File: config.mk
export PLATFORM = sky130hd
export DESIGN_NAME = script_run_tokenizer
export DESIGN_NICKNAME = d
export VERILOG_FILES = /design/src/rtl/srt_pkg.sv /design/src/rtl/srt_word_buf.sv /design/src/rtl/script_run_tokenizer.sv
export SDC_FILE = /design/constraint.sdc
export NUM_CORES = 1
export LEC_CHECK = 0
export BUFFER_PORTS_ARGS = -buffer_cell sky130_fd_sc_hd__buf_2
export CORE_MARGIN = 2
export CORE_UTILIZATION = 40
export CTS_BUF_LIST = sky130_fd_sc_hd__clkbuf_8
export CTS_CLUSTER_DIAMETER = 80
export CTS_CLUSTER_SIZE = 25
export DETAILED_ROUTE_END_ITERATION = 7
export PLACE_DENSITY = 0.57
export SLEW_MARGIN = 20
export SYNTH_ARGS = -nofsm -noshare
export SYNTH_HDL_FRONTEND = slang
export SYNTH_SLANG_ARGS = --single-unit
File: constraint.sdc
create_clock -name clk -period 3.72 [get_ports clk]
set_input_delay 0 -clock clk [delete_from_list [all_inputs] [get_ports clk]]
set_output_delay 0 -clock clk [all_outputs]
set_load 0.02 [all_outputs]
File: src/rtl/srt_pkg.sv
// Shared types, constants and helper functions for the script run tokenizer.
// Used by srt_word_buf and script_run_tokenizer; depends on nothing else.
package srt_pkg;

    localparam int MAX_WORD = 32;
    localparam int CP_W     = 21;
    localparam int LEN_W    = $clog2(MAX_WORD + 1);
    localparam int IDX_W    = $clog2(MAX_WORD);

    typedef logic [CP_W-1:0]  cp_t;
    typedef logic [LEN_W-1:0] len_t;
    typedef logic [IDX_W-1:0] idx_t;

    localparam cp_t HIRA_LO     = 21'h03040;
    localparam cp_t HIRA_HI     = 21'h0309F;
    localparam cp_t KATA_LO     = 21'h030A0;
    localparam cp_t KATA_HI     = 21'h030FF;
    localparam cp_t KANJI_LO    = 21'h04E00;
    localparam cp_t KANJI_HI    = 21'h09FAF;
    localparam cp_t ASCII_END   = 21'h00080;
    localparam cp_t CJK_PUNC_LO = 21'h03000;
    localparam cp_t CJK_PUNC_HI = 21'h0303F;
    localparam cp_t KANA_SHIFT  = 21'h00060;
    localparam len_t PARTICLE_MAX_LEN = len_t'(2);

    typedef enum logic [1:0] {
        CLS_NONE  = 2'd0,
        CLS_HIRA  = 2'd1,
        CLS_KATA  = 2'd2,
        CLS_KANJI = 2'd3
    } cls_t;

    typedef enum logic [2:0] {
        CAT_PARTICLE = 3'd0,
        CAT_VERB     = 3'd1,
        CAT_NOUN     = 3'd2,
        CAT_SYMBOL   = 3'd3,
        CAT_UNKNOWN  = 3'd4
    } cat_t;

    typedef struct packed {
        logic [20:0] code_point;
        logic        text_end;
    } char_t;

    typedef struct packed {
        logic [20:0] surface_char;
        logic [20:0] reading_char;
        logic [2:0]  category;
        logic        token_end;
        logic        batch_end;
        logic        final_result;
    } token_t;

    // Word buffer access for one cycle.
    typedef struct packed {
        logic wr_en;
        idx_t wr_addr;
        cp_t  wr_data;
        logic rd_en;
        idx_t rd_addr;
    } buf_req_t;

    function automatic cls_t char_class(input cp_t c);
        cls_t cls;
        cls = CLS_NONE;
        if (c >= HIRA_LO && c <= HIRA_HI) cls = CLS_HIRA;
        else if (c >= KATA_LO && c <= KATA_HI) cls = CLS_KATA;
        else if (c >= KANJI_LO && c <= KANJI_HI) cls = CLS_KANJI;
        return cls;
    endfunction

    function automatic logic is_punct(input cp_t c);
        return (c < ASCII_END) || (c >= CJK_PUNC_LO && c <= CJK_PUNC_HI);
    endfunction

    function automatic cat_t word_category(input cls_t first_cls, input len_t len);
        cat_t cat;
        case (first_cls)
            CLS_HIRA:  cat = (len <= PARTICLE_MAX_LEN) ? CAT_PARTICLE : CAT_VERB;
            CLS_KATA:  cat = CAT_NOUN;
            CLS_KANJI: cat = CAT_NOUN;
            default:   cat = CAT_UNKNOWN;
        endcase
        return cat;
    endfunction

endpackage

File: src/rtl/srt_word_buf.sv
// Word buffer: one write port and one read port with registered read data.
// Depends on srt_pkg for the depth, widths and the access request struct.
module srt_word_buf (
    input  logic             clk,
    input  srt_pkg::buf_req_t req,
    output srt_pkg::cp_t     rd_data
);

    srt_pkg::cp_t mem [srt_pkg::MAX_WORD];
    srt_pkg::cp_t rd_data_reg;

    always_ff @(posedge clk)
    begin
        if (req.wr_en)
        begin
            mem[req.wr_addr] <= req.wr_data;
        end
        if (req.rd_en)
        begin
            rd_data_reg <= mem[req.rd_addr];
        end
    end

    assign rd_data = rd_data_reg;

endmodule

File: src/rtl/script_run_tokenizer.sv
// Script run tokenizer: splits a code point stream into word and symbol tokens.
// Each accepted item passes S_MID, which buffers a word character or presents a symbol token;
// a word is replayed through the buffer read port, each character via S_READ then S_EMIT.
// Items are taken only in S_IDLE, not while one is in work; output stalls can hold S_EMIT and S_MID.
// Reset is asynchronous and clears the sequencer and word state; buffer contents stay
// undefined, and no entry is read before it is written.
module script_run_tokenizer (
    input  logic            clk,
    input  logic            rst_n,
    input  logic            char_valid,
    output logic            char_ready,
    input  srt_pkg::char_t  char_data,
    output logic            token_valid,
    input  logic            token_ready,
    output srt_pkg::token_t token_data
);

    typedef enum logic [3:0] {
        S_IDLE = 4'b0001,
        S_READ = 4'b0010,
        S_EMIT = 4'b0100,
        S_MID  = 4'b1000
    } state_t;

    state_t          state_reg, state_next;
    srt_pkg::len_t   len_reg, len_next;
    srt_pkg::idx_t   idx_reg, idx_next;
    srt_pkg::cls_t   prev_reg, prev_next;
    srt_pkg::cls_t   first_cls_reg, first_cls_next;
    logic            all_hira_reg, all_hira_next;
    logic            tail_reg, tail_next;
    logic            out_valid_reg, out_valid_next;
    srt_pkg::token_t out_reg, out_next;

    srt_pkg::cp_t    cp_reg, cp_next;
    logic            last_reg, last_next;
    logic            punct_reg, punct_next;
    srt_pkg::cls_t   cls_reg, cls_next;

    srt_pkg::buf_req_t req;
    srt_pkg::cp_t      rd_data;

    logic            out_free;
    logic            load;
    logic            word_last;
    logic            boundary;
    srt_pkg::cls_t   in_cls;
    logic            in_punct;

    srt_word_buf u_buf (
        .clk     (clk),
        .req     (req),
        .rd_data (rd_data)
    );

    assign char_ready  = (state_reg == S_IDLE);
    assign token_valid = out_valid_reg;
    assign token_data  = out_reg;
    assign out_free    = !out_valid_reg || token_ready;

    assign in_cls   = srt_pkg::char_class(char_data.code_point);
    assign in_punct = srt_pkg::is_punct(char_data.code_point);
    assign word_last = ((srt_pkg::len_t'(idx_reg) + srt_pkg::len_t'(1)) == len_reg);

    always_comb
    begin
        state_next     = state_reg;
        len_next       = len_reg;
        idx_next       = idx_reg;
        prev_next      = prev_reg;
        first_cls_next = first_cls_reg;
        all_hira_next  = all_hira_reg;
        tail_next      = tail_reg;
        cp_next        = cp_reg;
        last_next      = last_reg;
        punct_next     = punct_reg;
        cls_next       = cls_reg;
        out_next       = out_reg;
        load           = 1'b0;
        req            = '0;
        boundary       = 1'b0;

        case (state_reg)
            S_IDLE:
            begin
                if (char_valid)
                begin
                    cp_next    = char_data.code_point;
                    last_next  = char_data.text_end;
                    punct_next = in_punct;
                    cls_next   = in_cls;
                    // A full buffer also forces a flush before the new character goes in.
                    boundary = in_punct || (in_cls != srt_pkg::CLS_NONE && in_cls != prev_reg)
                               || (len_reg == srt_pkg::len_t'(srt_pkg::MAX_WORD));
                    if (len_reg != '0 && boundary)
                    begin
                        idx_next   = '0;
                        tail_next  = 1'b0;
                        state_next = S_READ;
                    end
                    else
                    begin
                        state_next = S_MID;
                    end
                end
            end
            S_READ:
            begin
                req.rd_en   = 1'b1;
                req.rd_addr = idx_reg;
                state_next  = S_EMIT;
            end
            S_EMIT:
            begin
                if (out_free)
                begin
                    load = 1'b1;
                    out_next.surface_char = rd_data;
                    out_next.reading_char = all_hira_reg ? (rd_data + srt_pkg::KANA_SHIFT)
                                                         : rd_data;
                    out_next.category     = srt_pkg::word_category(first_cls_reg, len_reg);
                    out_next.token_end    = word_last;
                    // The leading flush is the last beat only when nothing follows it.
                    out_next.batch_end    = word_last &&
                                            (tail_reg || (!punct_reg && !last_reg));
                    out_next.final_result = word_last && tail_reg;
                    if (word_last)
                    begin
                        len_next      = '0;
                        all_hira_next = 1'b1;
                        state_next    = tail_reg ? S_IDLE : S_MID;
                    end
                    else
                    begin
                        idx_next   = idx_reg + srt_pkg::idx_t'(1);
                        state_next = S_READ;
                    end
                end
            end
            S_MID:
            begin
                if (punct_reg)
                begin
                    if (out_free)
                    begin
                        load = 1'b1;
                        out_next.surface_char = cp_reg;
                        out_next.reading_char = cp_reg;
                        out_next.category     = srt_pkg::CAT_SYMBOL;
                        out_next.token_end    = 1'b1;
                        out_next.batch_end    = 1'b1;
                        out_next.final_result = last_reg;
                        prev_next  = srt_pkg::CLS_NONE;
                        state_next = S_IDLE;
                    end
                end
                else
                begin
                    req.wr_en   = 1'b1;
                    req.wr_addr = len_reg[srt_pkg::IDX_W-1:0];
                    req.wr_data = cp_reg;
                    len_next    = len_reg + srt_pkg::len_t'(1);
                    if (len_reg == '0)
                    begin
                        first_cls_next = cls_reg;
                    end
                    if (cls_reg != srt_pkg::CLS_HIRA)
                    begin
                        all_hira_next = 1'b0;
                    end
                    prev_next = last_reg ? srt_pkg::CLS_NONE : cls_reg;
                    if (last_reg)
                    begin
                        idx_next   = '0;
                        tail_next  = 1'b1;
                        state_next = S_READ;
                    end
                    else
                    begin
                        state_next = S_IDLE;
                    end
                end
            end
            default:
            begin
                state_next = S_IDLE;
            end
        endcase

        if (load)
        begin
            out_valid_next = 1'b1;
        end
        else if (token_ready)
        begin
            out_valid_next = 1'b0;
        end
        else
        begin
            out_valid_next = out_valid_reg;
        end
    end

    always_ff @(posedge clk or negedge rst_n)
    begin
        if (!rst_n)
        begin
            state_reg     <= S_IDLE;
            len_reg       <= '0;
            idx_reg       <= '0;
            prev_reg      <= srt_pkg::CLS_NONE;
            all_hira_reg  <= 1'b1;
            tail_reg      <= 1'b0;
            out_valid_reg <= 1'b0;
        end
        else
        begin
            state_reg     <= state_next;
            len_reg       <= len_next;
            idx_reg       <= idx_next;
            prev_reg      <= prev_next;
            all_hira_reg  <= all_hira_next;
            tail_reg      <= tail_next;
            out_valid_reg <= out_valid_next;
        end
    end

    always_ff @(posedge clk)
    begin
        first_cls_reg <= first_cls_next;
        cp_reg        <= cp_next;
        last_reg      <= last_next;
        punct_reg     <= punct_next;
        cls_reg       <= cls_next;
        out_reg       <= out_next;
    end

    a_len_bound: assert property (@(posedge clk) disable iff (!rst_n)
        len_reg <= srt_pkg::len_t'(srt_pkg::MAX_WORD))
        else $error("word length exceeds buffer depth");

    a_empty_hira: assert property (@(posedge clk) disable iff (!rst_n)
        (len_reg == '0) |-> all_hira_reg)
        else $error("empty word buffer without hiragana flag set");

    a_accept_busy: assert property (@(posedge clk) disable iff (!rst_n)
        (char_valid && char_ready) |=> (state_reg != S_IDLE))
        else $error("sequencer stayed idle after accepting a beat");

    a_final_closes: assert property (@(posedge clk) disable iff (!rst_n)
        (token_valid && token_data.final_result) |->
            (token_data.batch_end && token_data.token_end))
        else $error("final result beat does not close its token and batch");

    a_emit_nonempty: assert property (@(posedge clk) disable iff (!rst_n)
        (state_reg == S_READ) |-> (len_reg != '0))
        else $error("buffer replay started on an empty word");

endmodule
==> qor.yml <==
global_routing:
  grt_use_total_pct: 20.63
  grt_pass1_wl_um: 124100
  grt_overflow_total: 0
  antenna_found_initial: 3
  grt_max_degree: 169
  grt_pass1_vias: 18392
worst_setup_path:
  crit_top_cell: "buf_4"
  worstPathRequired_ns: 4.08
  r2r_start: "state_reg[0]"
  critPathCapture: "u_buf.rd_data[18]"
  startpoint_type: "flip-flop"
  worst-r2r-cell-count: 10
  arrival_ns: 3.46
  r2r-end: "u_buf.rd_data[18]"
  ff2ff_setup_slack_ns: 0.63
  worstSetupPathType: "flip-flop to flip-flop"
  slowest_stage: "dfstp_2"
  worstPathMaxFanout: 81
  cp_cell_sequence: "inv_1, nand3_1, buf_4, nor2_4, buf_4, nand2_1, nand4_1, and3_1, a31oi_1, o211ai_1"
  cp-end-kind: "flip-flop"
  timing.critical_path.from: "state_reg[0]"
  max_stage_delay_ns: 0.57
outcome:
  outcome: "completed"
sta:
  setup_viol: 0
  clock_skew_ns: 0.05197
  tns_ns: 0
  fin_hold_ws_ns: 0.05633
  maxSlewHeadroom_pct: 29.60
  finalCriticalPeriod_ns: 3.095
  grt_setup_unrepaired: "no"
  period_share_pct: 83.19
  worstMarginPinSlew_ns: 1.054
  fmax_ghz: 0.3231
  slew_violations: 0
  timing_hold_violations_final: 0
logic_synthesis:
  yosysTopAreaCell: "edfxtp_1"
  synth_edf_count: 763
  synthDistinctLibCells: 63
  synth_common_cells: "edfxtp_1 (763), nand2_1 (406), nor2_1 (129)"
  synth_area_per_cell_sq_um: 14.37
  yosysMostFrequentCell: "edfxtp_1"
  synth_simple_gate_area_share_pct: 11.26
  synthCells: 2193
  synth_top_family_by_area: "simple AND/OR/NAND/NOR gates"
  synth_nets: 2224
  yosys_register_bits: 783
  seq_area_frac_synth_pct: 74.30
  synth-compound-area-share_pct: 6.444
  synth_xor_area_share_pct: 0.6115
  muxShareOfSynthArea_pct: 5.074
  synth-adder-area-share_pct: 0.1985
  syn_area_sq_um: 31510
  synth_area_leaders: "edfxtp_1 (73%), nand2_1 (4.8%), mux4_2 (3.0%)"
  synthArstFlopShare_pct: 2.554
  synth-main-ff-cell: "edfxtp_1"
  synth_warnings: 0
  synth_top_area_share_pct: 72.71
cells_and_area:
  top_register: "u_buf.mem"
  largest_reg_flops: 672
  nNetsFinal: 2326
  final_area_sq_um: 34610
  drive_above_1_share_pct: 14.08
  fin_cells: 3358
  area_growth_pct: 9.831
floorplan:
  start_util_pct: 40.55
  die_x_um: 284.7
  num_rows: 102
  die_y_um: 284.7
  core_sq_um: 77720
  ios: 76
  die-area_sq_um: 81040
drt:
  first_pass_iters: 5
  ant_nets: 0
  vias: 18791
  wl_um: 84960
  viasPerCell: 5.596
  drt_iter0_markers: 1864
  remaining_drc_errors: 0
  wl_per_cell_um: 25.30
clock_tree:
  clkSinkCount: 783
  cts_buffers: 41
  clockBufferDepth: 3
  path_clk_slew_ns: 0.15
  cts_tree: "done"
  clk_latency_ns: 0.69
  cts_resized: 0
  htree_levels: 2
  root_buffer: "clkbuf_8"
run:
  cap_violations: 0
place:
  placed_area_sq_um: 33490
  place.gp.congestion: 0.8285
  io_buffers: 75
  dp.cells: 3259
  hpwl_um: 52220
power:
  p_per_area_nw_per_um2: 513.2
  irDropWorstVdd_v: 0.0003115
  leakagePower_uw: 0.01167
worst_hold_path:
  min_path_type: "input port to flip-flop"
[how the worst min path moves through the flow]
stage                  startpoint          end  slack (ns)  cells past startpoint
detailed placement          rst_n  prev_reg[1]       0.004                      1
CTS                 char_data[20]   cp_reg[19]       0.007                      2
global placement            rst_n  prev_reg[1]       0.002                      1
global route        char_data[17]   cp_reg[16]        0.03                      2
finish              char_data[18]   cp_reg[17]        0.06                      2
floorplan                   rst_n   idx_reg[0]       -0.30                      0
[logic make-up (layout without fill, tap and decap cells)]
kind of cell / count (synthesis) / after routing
xor+xnor: 22 / 22
mux: 107 / 107
simple gates: 798 / 798
buf+inv: 159 / 282
compound gates: 319 / 319
flops: 783 / 783
other cells: 0 / 2
fa+ha+maj: 5 / 5
[cell usage in the layout (no fill, tap or decap), types with 4 or more instances in the layout]
| master | count |
|---|---|
| a211oi_1 | 22 |
| a21oi_1 | 64 |
| a31oi_1 | 24 |
| a32oi_1 | 22 |
| and2_1 | 23 |
| and3_1 | 25 |
| buf_12 | 7 |
| buf_2 | 75 |
| buf_4 | 83 |
| clkbuf_8 | 42 |
| dfrtp_1 | 15 |
| dlygate4sd3_1 | 32 |
| edfxtp_1 | 763 |
| ha_1 | 5 |
| inv_1 | 30 |
| mux2i_1 | 63 |
| mux4_2 | 42 |
| nand2_1 | 404 |
| nand2b_1 | 4 |
| nand3_1 | 106 |
| nand3b_1 | 6 |
| nand4_1 | 69 |
| nor2_1 | 93 |
| nor2_2 | 33 |
| nor2_4 | 4 |
| nor2b_1 | 4 |
| nor3_1 | 5 |
| nor4_1 | 4 |
| o211ai_1 | 22 |
| o21ai_0 | 111 |
| o21ai_2 | 4 |
| o22a_1 | 20 |
| xnor2_1 | 9 |
| xor2_1 | 13 |
[final cells by class]
cell class	instances	area, sq um
tap	1040	1301
timing repair buffer	197	1459
sequential	783	23420
clock buffer	42	578.1
clock inverter	22	197.7
fill	6854	43110
inverter	21	78.83
multi-input combinational	1251	7567
antenna	2	5.005
[repair_timing]
item | CTS | global route
hold endpoints to repair | 61 | 0
setup buffers | 0 | 0
hold buffers | 32 | 0
[metal layers]
metal	vias to the layer above	wire length (um)	share of wire [%]	global-route usage, %
met1	9657	36500	43	28.52
met4	2	2618	3.1	6.197
li1	8422	-	-	-
met2	604	40750	48	34.13
met5	-	17	0.020	0
met3	106	5068	6.0	2.673
[per-stage QoR]
step	setup WS (ns)	power, uW	utilization (%)
2_1_floorplan	0.6601	12760	-
3_3_place_gp	0.7044	14030	43.09
3_5_place_dp	0.6821	14060	43.09
4_1_cts	0.6374	17920	44.50
5_1_grt	0.5067	18480	44.53
6_report	0.6255	17760	44.53
[critical path: cells and delay by family (launching register included)]
| family | cells | cell delay [ns] |
|---|---|---|
| DFF | 1 | 0.57 |
| buffers and inverters | 3 | 0.87 |
| AOI/OAI and AO/OA | 2 | 0.61 |
| and+or+nand+nor | 5 | 0.68 |
[power breakdown]
| group | internal (uW) | total, uW | switching (uW) | leakage (uW) |
|---|---|---|---|---|
| registers | 10000 | 10400 | 402 | 0.00737 |
| logic | 1220 | 3430 | 2200 | 0.00387 |
| clock network | 1200 | 3900 | 2690 | 0.000432 |
| total | 12500 | 17800 | 5300 | 0.0117 |
(Power assumes the default switching activity.)
